`src/rtl/sgpa_pkg.sv`:
```
// Shared types, constants and width helpers of the softened pairwise gravity block.
// No dependencies; every other file in rtl/ imports this package.
package sgpa_pkg;

    // Defaults of the top-level parameters
    localparam int WORD_BITS_DEF = 32;
    localparam int FRAC_BITS_DEF = 16;

    // Configuration registers are always one 32-bit word
    localparam int CFG_BITS  = 32;
    localparam int GRAV_FRAC = 24;
    localparam logic [CFG_BITS-1:0] GRAV_RESET = 32'h0100_0000;
    localparam logic [CFG_BITS-1:0] SOFT_RESET = 32'h0001_0000;

    // Queue between front and back (power of two)
    localparam int FIFO_DEPTH = 4;

    // Register index, taken from paddr[2]
    typedef enum logic {
        REG_GRAVITY   = 1'b0,
        REG_SOFTENING = 1'b1
    } reg_index_t;

    // Queue status seen by both ends
    typedef struct packed {
        logic full;
        logic empty;
    } fifo_status_t;

    // Magnitude of a coordinate difference
    function automatic int mag_bits(input int w);
        return w + 1;
    endfunction

    // Integer square root of the squared distance
    function automatic int len_bits(input int w);
        return w + 2;
    endfunction

    // Softened distance r = len + softening
    function automatic int r_bits(input int w);
        return ((len_bits(w) > CFG_BITS) ? len_bits(w) : CFG_BITS) + 1;
    endfunction

endpackage

```
`src/rtl/sgpa_fifo.sv`:
```
// Short flop-based queue between the front end and the back end.
// Depends on sgpa_pkg for the status struct and default depth.
module sgpa_fifo #(
    parameter int DATA_BITS = 8,
    parameter int DEPTH     = sgpa_pkg::FIFO_DEPTH
) (
    input  logic                   clk,
    input  logic                   rst_n,
    input  logic                   push,
    input  logic [DATA_BITS-1:0]   wdata,
    input  logic                   pop,
    output logic [DATA_BITS-1:0]   rdata,
    output sgpa_pkg::fifo_status_t status
);
    import sgpa_pkg::*;

    localparam int PW = (DEPTH > 1) ? $clog2(DEPTH) : 1;
    localparam int CW = $clog2(DEPTH + 1);

    logic [DATA_BITS-1:0] mem_reg [0:DEPTH-1];
    logic [PW-1:0]        wptr_reg, rptr_reg;
    logic [CW-1:0]        count_reg, count_next;

    assign status.full  = (count_reg == CW'(DEPTH));
    assign status.empty = (count_reg == '0);
    assign rdata        = mem_reg[rptr_reg];

    // Occupancy
    always_comb
    begin
        count_next = count_reg;
        if (push && !pop)
            count_next = count_reg + 1'b1;
        else if (pop && !push)
            count_next = count_reg - 1'b1;
    end

    // Pointers wrap naturally since the depth is a power of two
    always_ff @(posedge clk or negedge rst_n)
    begin
        if (!rst_n)
        begin
            wptr_reg  <= '0;
            rptr_reg  <= '0;
            count_reg <= '0;
        end
        else
        begin
            if (push)
                wptr_reg <= wptr_reg + 1'b1;
            if (pop)
                rptr_reg <= rptr_reg + 1'b1;
            count_reg <= count_next;
        end
    end

    // Storage
    always_ff @(posedge clk)
    begin
        if (push)
            mem_reg[wptr_reg] <= wdata;
    end

    a_no_overflow: assert property (@(posedge clk) disable iff (!rst_n)
        push |-> (!status.full || pop))
        else $error("queue push while full");
    a_no_underflow: assert property (@(posedge clk) disable iff (!rst_n)
        pop |-> !status.empty)
        else $error("queue pop while empty");
    a_count_grows: assert property (@(posedge clk) disable iff (!rst_n)
        (push && !pop) |=> (count_reg == $past(count_reg) + 1'b1))
        else $error("queue count did not follow push");

endmodule

```
`config.mk`:
```
export PLATFORM = sky130hd
export DESIGN_NAME = sgpa_fifo
export DESIGN_NICKNAME = d
export VERILOG_FILES = /design/src/rtl/sgpa_pkg.sv /design/src/rtl/sgpa_fifo.sv
export SDC_FILE = /design/constraint.sdc
export NUM_CORES = 1
export LEC_CHECK = 0
export BUFFER_PORTS_ARGS = -buffer_cell sky130_fd_sc_hd__buf_2
export CORE_ASPECT_RATIO = 1.75
export CORE_MARGIN = 2
export CORE_UTILIZATION = 25
export DETAILED_ROUTE_END_ITERATION = 8
export PLACE_DENSITY_LB_ADDON = 0.1
export SYNTH_ARGS = -nofsm -noshare
export SYNTH_HDL_FRONTEND = slang
export SYNTH_SLANG_ARGS = --single-unit
```
`constraint.sdc`:
```
create_clock -name clk -period 3.1 [get_ports clk]
set_input_delay 0.775 -clock clk [delete_from_list [all_inputs] [get_ports clk]]
set_output_delay 0.775 -clock clk [all_outputs]
set_load 0.005 [all_outputs]
```
==> results of run 1 <==
## logic make-up (layout without fill, tap and decap cells)
kind of cell    Yosys count  count (layout)  synth area share
flops                    39              39             0.734
mux                       9               9             0.124
simple gates              9               9            0.0315
fa+ha+maj                 6               6            0.0534
xor+xnor                  6               6            0.0340
buf+inv                   6              33            0.0202
compound gates            1               1           0.00323
## synthesized netlist by cell type (2+ instances only)
cell	count	area (um2)
and2_1	4	25.0
dfrtp_1	7	175
edfxtp_1	32	961
ha_1	5	62.6
inv_1	4	15.0
mux4_2	8	180
nand2_1	2	7.51
xnor2_1	2	17.5
xor2_1	4	35.0
## worst max path at each step
stage	endpoint	slack (ps)
6_report	rdata[6]	570
3_5_place_dp	rdata[6]	810
3_3_place_gp	rdata[1]	860
2_1_floorplan	count_reg[2]$_DFFE_PN0P_	1260
5_1_grt	rdata[6]	410
4_1_cts	rdata[6]	490
## area by class of cell
class                      count  area share
sequential                    39       0.624
multi-input combinational     31       0.209
timing repair buffer          21      0.0577
tap                           80      0.0550
clock buffer                   5      0.0378
clock inverter                 3     0.00825
inverter                       4     0.00825
## metal layers
metal	global-route usage	up-vias	part of all wire
met1	0.0940	376	0.39
met4	0.0512	0	0.018
met3	0.0239	4	0.048
li1	-	338	-
met2	0.154	27	0.54
met5	0	-	0
## stage by stage
stage                      util  setup slack, ps  std cells  instance area [um2]
after floorplan               -             1260         76                 1550
after CTS                 0.299              491        183                 1820
after global routing      0.299              411        183                 1820
after detailed placement  0.285              813        175                 1740
after global placement    0.285              856        175                 1740
final                     0.299              575        183                 1820
## power by group through the flow
stage	sequential, uW	combinational (uW)	clock, uW
2_1_floorplan	756	326	0
3_3_place_gp	832	389	0
3_5_place_dp	838	403	0
4_1_cts	827	402	336
5_1_grt	848	436	360
6_report	819	386	322
## layout by cell type (no fill, tap or decap)
master | netlist | layout
and2_1 | 4 | 4
buf_2 | 1 | 21
clkbuf_8 | 0 | 5
clkinv_1 | 0 | 2
clkinvlp_4 | 0 | 1
dfrtp_1 | 7 | 7
edfxtp_1 | 32 | 32
fa_1 | 1 | 1
ha_1 | 5 | 5
inv_1 | 4 | 4
mux2_2 | 1 | 1
mux4_2 | 8 | 8
nand2_1 | 2 | 2
nor2_1 | 1 | 1
nor3_1 | 1 | 1
nor3b_1 | 1 | 1
o21ai_0 | 1 | 1
xnor2_1 | 2 | 2
xor2_1 | 4 | 4
==> results.sh, run 1 <==
export IMPL_status="completed"
export IMPL_multi_input_area_um2=380
export IMPL_cts_setup_buffers=0
export IMPL_core_area_um2=6090
export IMPL_track_usage=0.0881
export IMPL_power_density_nw_per_um2=839
export IMPL_worst_pin_slew_ps=617
export IMPL_cts_buffers=5
export IMPL_rows=38
export IMPL_antenna_cells=0
export IMPL_crit_chain="mux4_2 -> buf_2"
export IMPL_p_int_uw=1080
export IMPL_fp_dieH_um=108
export IMPL_drv_slew=0
export IMPL_cp_depth=2
export IMPL_setup_viol=0
export IMPL_ys_ff_latch=39
export IMPL_crit_buf_inv=1
export IMPL_clock_path_buffers=2
export IMPL_drtAntennaViolNets=0
export IMPL_r2r_start="wptr_reg[1]$_DFFE_PN0P_"
export IMPL_vias=745
export IMPL_worstPathRequired_ps=2320
export IMPL_ctsResizeCount=0
export IMPL_finalCriticalPeriod_ps=2530
export IMPL_io_pins=22
export IMPL_max_cap_violations=0
export IMPL_hold_buffers=0
export IMPL_worstPathMaxFanout=10
export IMPL_cts_reportedPaths_clkPinSlew_ps=70
export IMPL_hold_class="primary input to asynchronous set/reset pin"
export IMPL_drt_iter0_markers=25
export IMPL_nFillCells=653
export IMPL_timing_final_crit_share=0.815
export IMPL_grt_overflow=0
export IMPL_holdWs_ps=317
export IMPL_cts_root_buf="clkbuf_8"
export IMPL_port_buffers=21
export IMPL_p_sw_uw=446
export IMPL_end_kind="output pin"
export IMPL_ys_seq_area_frac=0.734
export IMPL_antenna_found_initial=0
export IMPL_routabilityCongestion=0.634
export IMPL_slowest_stage="dfrtp_1"
export IMPL_fin_tns_setup_ps=0
export IMPL_drive_gt1_frac=0.350
export IMPL_synth_area_um2=1550
export IMPL_firstDrtPassIters=6
export IMPL_fp_dieW_um=63.5
export IMPL_synthArstFlopShare=0.179
export IMPL_postSynthCellCount=76
export IMPL_avgSynthCellArea_um2=20.4
export IMPL_cts_htree_levels=2
export IMPL_synthFlopType="edfxtp_1"
export IMPL_relSlewSlack=0.589
export IMPL_vdd_drop_max_mv=0.289
export IMPL_hpwlAfterDp_um=1800
export IMPL_r2r_end="mem_reg[1][7]$_DFFE_PP_"
export IMPL_wl_per_cell_um=14.0
export IMPL_critPathKind="flip-flop to output pin"
export IMPL_grt_pass1_wl_um=4370
export IMPL_synth_nets=94
export IMPL_p_leak_uw=0.000663
export IMPL_seq_power_share=0.536
export IMPL_regArea_um2=1140
export IMPL_clkPwrFrac=0.211
export IMPL_drc=0
export IMPL_cpPeakStageDelay_ps=740
export IMPL_rsz0062_at_grt="false"
export IMPL_switching_share=0.292
export IMPL_cp_top_family="flip-flops"
export IMPL_hold_viol_final=0
export IMPL_synth_edf_count=32
export IMPL_clock_latency_ps=280
export IMPL_start_util=0.254
export IMPL_ys_types=17
export IMPL_fmax_ghz=0.396
export IMPL_worstPathArrival_ps=1750
export IMPL_area_growth_pct=17.6
export IMPL_startpoint="rptr_reg[0]$_DFFE_PN0P_"
export IMPL_grt_max_degree=13
export IMPL_wirelength_um=2570
export IMPL_worst_r2r_cell_count=3
export IMPL_ys_warn_count=0
export IMPL_total_power_uw=1530
export IMPL_vias_per_cell=4.07
export IMPL_finalClockSkew_ps=7.78
export IMPL_final_nets=120
export IMPL_r2r_slack_ps=1670
export IMPL_pwr_share_comb=0.253
export IMPL_cts_tree="built"
export IMPL_largest_reg_flops=32
export IMPL_grt_pass1_vias=832
export IMPL_design_die_area_um2=6860
export IMPL_clock_sinks=39
export IMPL_critPathLaunchType="flip-flop"
No activity file was read; power rests on OpenSTA's default activity.
==> run 2, diff against run 1 <==
--- a/config.mk
+++ b/config.mk
@@ -5,6 +5,7 @@
 export SDC_FILE = /design/constraint.sdc
 export NUM_CORES = 1
 export LEC_CHECK = 0
+export ABC_AREA = 1
 export BUFFER_PORTS_ARGS = -buffer_cell sky130_fd_sc_hd__buf_2
 export CORE_ASPECT_RATIO = 1.75
 export CORE_MARGIN = 2
==> constraint.sdc (replaced) <==
create_clock -name clk -period 2.2 [get_ports clk]
set_input_delay 0.55 -clock clk [delete_from_list [all_inputs] [get_ports clk]]
set_output_delay 0.55 -clock clk [all_outputs]
set_load 0.005 [all_outputs]
==> run 2 against run 1 <==
Effect of this change:
- area after synthesis increased by 10%
- critical path type unchanged
- cell area increased by 11%
- global-route usage increased by 0.55 points
- worst setup slack got worse by 310 ps
- non-clock buffer count increased by 2
- critical endpoint is now rdata[1]
- flip-flop and latch count unchanged
- synthesized cell count increased by 86%
- largest cell class unchanged
- utilization increased by 0.63 points
- critical path depth increased by 3
- combinational power increased by 110%
- first-iteration DRC count increased by 4.0%
==> results.sh, run 2 <==
export IMPL_grt_pass1_vias=986
export IMPL_clock_path_buffers=2
export IMPL_cp_top_family="buffers and inverters"
export IMPL_synthArstFlopShare=0.179
export IMPL_worstPathMaxFanout=32
export IMPL_finalCriticalPeriod_ps=1930
export IMPL_grt_max_degree=33
export IMPL_largest_reg_flops=32
export IMPL_wl_per_cell_um=12.5
export IMPL_ys_top_cells_by_area="edfxtp_1, dfrtp_1, nand2_1"
export IMPL_ys_ff_latch=39
export IMPL_setup_viol=0
export IMPL_power_density_nw_per_um2=1280
export IMPL_routabilityCongestion=0.689
export IMPL_hold_viol_final=0
export IMPL_cpPeakStageDelay_ps=380
export IMPL_utilization=0.305
export IMPL_drtAntennaViolNets=0
export IMPL_drive_gt1_frac=0.199
export IMPL_avgSynthCellArea_um2=12.1
export IMPL_start_util=0.259
export IMPL_fp_dieW_um=66.4
export IMPL_crit_end="rdata[1]"
export IMPL_r2r_slack_ps=810
export IMPL_clock_sinks=39
export IMPL_crit_buf_inv=2
export IMPL_ctsResizeCount=0
export IMPL_critPathKind="flip-flop to output pin"
export IMPL_design_die_area_um2=7520
export IMPL_p_leak_uw=0.000887
export IMPL_drv_slew=0
export IMPL_hpwlAfterDp_um=2230
export IMPL_fmax_ghz=0.517
export IMPL_synthFlopType="edfxtp_1"
export IMPL_cts_buffers=5
export IMPL_synth_common_cells="nand2_1, edfxtp_1, inv_1"
export IMPL_antenna_cells=0
export IMPL_wirelength_um=3100
export IMPL_drc=0
export IMPL_cts_setup_buffers=0
export IMPL_rows=39
export IMPL_clock_latency_ps=280
export IMPL_grt_overflow=0
export IMPL_end_kind="output pin"
export IMPL_cp_common_cell="nand2_1"
export IMPL_ys_types=18
export IMPL_grt_pass1_wl_um=5010
export IMPL_vias=1011
export IMPL_drt_iter0_markers=26
export IMPL_cts_reportedPaths_clkPinSlew_ps=50
export IMPL_track_usage=0.0936
export IMPL_status="completed"
export IMPL_synth_top_area_share=0.564
export IMPL_final_nets=183
export IMPL_ys_warn_count=0
export IMPL_antenna_found_initial=0
export IMPL_max_cap_violations=0
export IMPL_cts_htree_levels=2
export IMPL_port_buffers=21
export IMPL_worstPathRequired_ps=1650
export IMPL_core_area_um2=6590
export IMPL_cp_depth=5
export IMPL_worst_r2r_cell_count=4
export IMPL_vdd_drop_max_mv=0.471
export IMPL_io_pins=22
export IMPL_fin_tns_setup_ps=0
export IMPL_cts_root_buf="clkbuf_16"
export IMPL_ys_seq_area_frac=0.667
export IMPL_worst_pin_slew_ps=420
export IMPL_placed_area_um2=1870
export IMPL_final_common_cell="nand2_1"
export IMPL_fp_dieH_um=113
export IMPL_r2r_start="wptr_reg[0]$_DFFE_PN0P_"
export IMPL_final_area_um2=2010
export IMPL_postSynthCellCount=141
export IMPL_rsz0062_at_grt="false"
export IMPL_slowest_stage="dfrtp_1"
export IMPL_finalClockSkew_ps=3.62
export IMPL_hold_class="primary input to asynchronous set/reset pin"
export IMPL_critPathLaunchType="flip-flop"
export IMPL_timing_final_crit_share=0.879
export IMPL_vias_per_cell=4.08
export IMPL_startpoint="rptr_reg[0]$_DFFE_PN0P_"
export IMPL_yosysMostFrequentCell="nand2_1"
export IMPL_synth_nets=159
export IMPL_firstDrtPassIters=4
export IMPL_cts_tree="built"
export IMPL_area_growth_pct=18.1
export IMPL_yosysTopAreaCell="edfxtp_1"
export IMPL_r2r_end="mem_reg[0][3]$_DFFE_PP_"
export IMPL_synth_edf_count=32
export IMPL_relSlewSlack=0.719
export IMPL_crit_chain="buf_4 -> nand2_1 -> o211ai_1 -> nand2_1 -> buf_2"
export IMPL_hold_buffers=0
export IMPL_worstPathArrival_ps=1380
export IMPL_synth_area_um2=1700
export IMPL_most_common_layout_cells="nand2_1, edfxtp_1, inv_1"
## run 2: cell count changes after synthesis, sizes merged, moves of 3 or more
cell and delta:
nand2 +35, inv +24, o211ai +16, mux4 -8, and2 -4, buf +3
## run 2: how the worst min path moves through the flow
stage	slack (ps)	endpoint	cells after the start	startpoint
after floorplan	250	count_reg[0]$_DFFE_PN0P_	0	rst_n
after CTS	100	wptr_reg[1]$_DFFE_PN0P_	1	rst_n
after detailed placement	400	wptr_reg[1]$_DFFE_PN0P_	1	rst_n
final	100	count_reg[1]$_DFFE_PN0P_	1	rst_n
after global routing	110	rptr_reg[0]$_DFFE_PN0P_	1	rst_n
after global placement	400	wptr_reg[1]$_DFFE_PN0P_	1	rst_n
## run 2: per-layer routing
layer,share of wire,up-vias,global-route usage
met5,0,-,0
met4,0.023,0,0.0531
met3,0.049,6,0.0249
met2,0.51,28,0.153
met1,0.41,468,0.108
li1,-,509,-
## run 2: power breakdown
part	internal, uW	switching (uW)
Sequential	991	104
Clock	413	268
Combinational	317	484
Total	1720	855
## run 2: cell families (layout without fill, tap and decap cells)
logic type | Yosys count | after routing | share of synthesized area
adder cells (fa/ha/maj) | 6 | 6 | 0.0485
AND/OR/NAND/NOR | 41 | 41 | 0.0940
buffers and inverters | 34 | 59 | 0.0940
AO/OA/AOI/OAI | 17 | 17 | 0.0764
XOR/XNOR | 4 | 4 | 0.0206
flip-flops | 39 | 39 | 0.667
## run 2: worst register-to-register path, delay by kind of cell, from the launching register on
| family | cells | cell delay [ps] |
|---|---|---|
| flops | 1 | 420 |
| simple gates | 1 | 60 |
| fa+ha+maj | 1 | 160 |
| buf+inv | 2 | 410 |
## run 2: layout make-up
class	instances	area, um2
fill	678	4580
timing repair buffer	23	120
inverter	28	105
multi-input combinational	68	408
clock buffer	5	125
clock inverter	3	15.0
tap	82	103
sequential	39	1140
## run 2: through the flow
step	cells	total power, uW	hold slack (ps)	setup WS (ps)
floorplan	141	1670	254	691
global placement	240	1900	399	507
detailed placement	240	1940	398	424
CTS	248	2620	104	260
global route	248	2760	105	133
finish	248	2580	103	267
==> run 3, diff against run 2 <==
--- a/config.mk
+++ b/config.mk
@@ -6,11 +6,11 @@
 export NUM_CORES = 1
 export LEC_CHECK = 0
 export ABC_AREA = 1
-export BUFFER_PORTS_ARGS = -buffer_cell sky130_fd_sc_hd__buf_2
 export CORE_ASPECT_RATIO = 1.75
 export CORE_MARGIN = 2
 export CORE_UTILIZATION = 25
 export DETAILED_ROUTE_END_ITERATION = 8
+export DONT_BUFFER_PORTS = 1
 export PLACE_DENSITY_LB_ADDON = 0.1
 export SYNTH_ARGS = -nofsm -noshare
 export SYNTH_HDL_FRONTEND = slang
==> run 3 against run 2 <==
Effect of this change:
- cell count is 8.1% lower
- clock skew decreased by 0.56 ps
- flip-flop and latch count is the same
- die area unchanged
- critical path depth fell by 1
- first-iteration DRC count rose to 2.6 times the previous value
- utilization shrank 1.0 points
- register-to-register slack gained 40 ps
- total power decreased by 0.23%
- global-route usage hardly changed
- sequential power is essentially flat
- worst setup slack better by 81 ps
- largest cell class unchanged
- highest routed layer unchanged
==> results.sh, run 3 (synthesis results as in run 2) <==
export IMPL_status="completed"
export IMPL_antenna_found_initial=0
export IMPL_max_cap_violations=0
export IMPL_final_nets=163
export IMPL_finalCriticalPeriod_ps=1850
export IMPL_cts_buffers=5
export IMPL_cts_setup_buffers=0
export IMPL_core_area_um2=6590
export IMPL_clock_latency_ps=280
export IMPL_relSlewSlack=0.702
export IMPL_cts_tree="built"
export IMPL_layout_setup_ws_ps=348
export IMPL_total_power_uw=2570
export IMPL_pre_cts_ws_ps=617
export IMPL_antenna_cells=0
export IMPL_design_die_area_um2=7520
export IMPL_hold_class="primary input to flip-flop"
export IMPL_drive_gt1_frac=0.0822
export IMPL_vdd_drop_max_mv=0.467
export IMPL_grt_max_degree=33
export IMPL_wirelength_um=3090
export IMPL_routabilityCongestion=0.666
export IMPL_fp_dieW_um=66.4
export IMPL_cts_reportedPaths_clkPinSlew_ps=60
export IMPL_power_density_nw_per_um2=1320
export IMPL_worstPathRequired_ps=1650
export IMPL_rsz0062_at_grt="false"
export IMPL_worstPathArrival_ps=1300
export IMPL_clock_path_buffers=2
export IMPL_drt_iter0_markers=67
export IMPL_clock_sinks=39
export IMPL_critPathKind="flip-flop to output pin"
export IMPL_p_leak_uw=0.000816
export IMPL_vias_per_cell=4.12
export IMPL_hpwlAfterDp_um=2170
export IMPL_rows=39
export IMPL_hold_viol_final=0
export IMPL_grt_pass1_wl_um=5060
export IMPL_worstPathMaxFanout=32
export IMPL_cts_root_buf="clkbuf_16"
export IMPL_largest_reg_flops=32
export IMPL_timing_final_crit_share=0.842
export IMPL_track_usage=0.0941
export IMPL_most_common_layout_cells="nand2_1, edfxtp_1, inv_1"
export IMPL_drc=0
export IMPL_wl_per_cell_um=13.6
export IMPL_fp_dieH_um=113
export IMPL_start_util=0.259
export IMPL_end_kind="output pin"
export IMPL_grt_overflow=0
export IMPL_drv_slew=0
export IMPL_setup_viol=0
export IMPL_area_growth_pct=14.2
export IMPL_critPathLaunchType="flip-flop"
export IMPL_port_buffers=0
export IMPL_finalClockSkew_ps=3.06
export IMPL_grt_pass1_vias=992
export IMPL_io_pins=22
export IMPL_worst_pin_slew_ps=446
export IMPL_drtAntennaViolNets=0
export IMPL_fin_tns_setup_ps=0
export IMPL_vias=940
export IMPL_firstDrtPassIters=4
export IMPL_cts_htree_levels=2
export IMPL_fmax_ghz=0.540
export IMPL_final_common_cell="nand2_1"
-- run 3: cell count changes in the layout (fill, tap and decap cells not counted) --
cell	previous run	this run
clkinv_4	0	1
buf_2	21	0
clkinv_2	3	1
dlygate4sd3_1	0	1
bufinv_16	0	1
-- run 3: through the flow --
step	cell area (um2)	std cells	hold WS (ps)	utilization
floorplan	1700	141	254	-
global placement	1770	219	255	0.268
detailed placement	1770	219	255	0.268
CTS	1950	228	345	0.295
global route	1950	228	343	0.295
finish	1950	228	353	0.295
-- run 3: final timing paths --
| check | endpoint | from | slack [ps] | cells past startpoint |
|---|---|---|---|---|
| worst min register to register | rptr_reg[0]$_DFFE_PN0P_ | rptr_reg[0]$_DFFE_PN0P_ | 510 | 1 |
| max in group asynchronous | wptr_reg[1]$_DFFE_PN0P_ | rst_n | 1340 | 1 |
| worst max register to register | mem_reg[0][2]$_DFFE_PP_ | wptr_reg[0]$_DFFE_PN0P_ | 850 | 4 |
| worst max-delay path | rdata[6] | rptr_reg[0]$_DFFE_PN0P_ | 350 | 4 |
| min in group asynchronous | count_reg[2]$_DFFE_PN0P_ | rst_n | 610 | 1 |
| worst min-delay path | rptr_reg[0]$_DFFE_PN0P_ | pop | 350 | 1 |
-- run 3: critical path, cell delays in order (launching register included) --
cell	delay, ps
dfrtp_1	390
buf_4	330
nand2_1	100
o211ai_1	100
nand2_1	100
-- run 3: layout make-up --
| class | count | area, um2 |
|---|---|---|
| Clock inverter | 3 | 43.8 |
| Sequential cell | 39 | 1140 |
| Multi-Input combinational cell | 68 | 408 |
| Clock buffer | 5 | 125 |
| Tap cell | 82 | 103 |
| Timing Repair Buffer | 3 | 25.0 |
| Inverter | 28 | 105 |
| Fill cell | 670 | 4640 |
-- run 3: per-layer routing --
metal / up-vias / GRT usage / part of all wire
li1: 472 / - / -
met1: 446 / 0.0939 / 0.40
met2: 17 / 0.165 / 0.52
met3: 5 / 0.0348 / 0.058
met4: 0 / 0.0490 / 0.019
met5: - / 0 / 0
-- run 3: where the power goes --
part           switching [uW]  internal (uW)
registers                 103            991
logic                     443            227
clock network             273            534
-- run 3: timing repair --
| action | 4_1_cts | 5_1_grt |
|---|---|---|
| hold buffers | 1 | 0 |
| gates resized for setup | 0 | 0 |
| hold endpoints to repair | 7 | 0 |
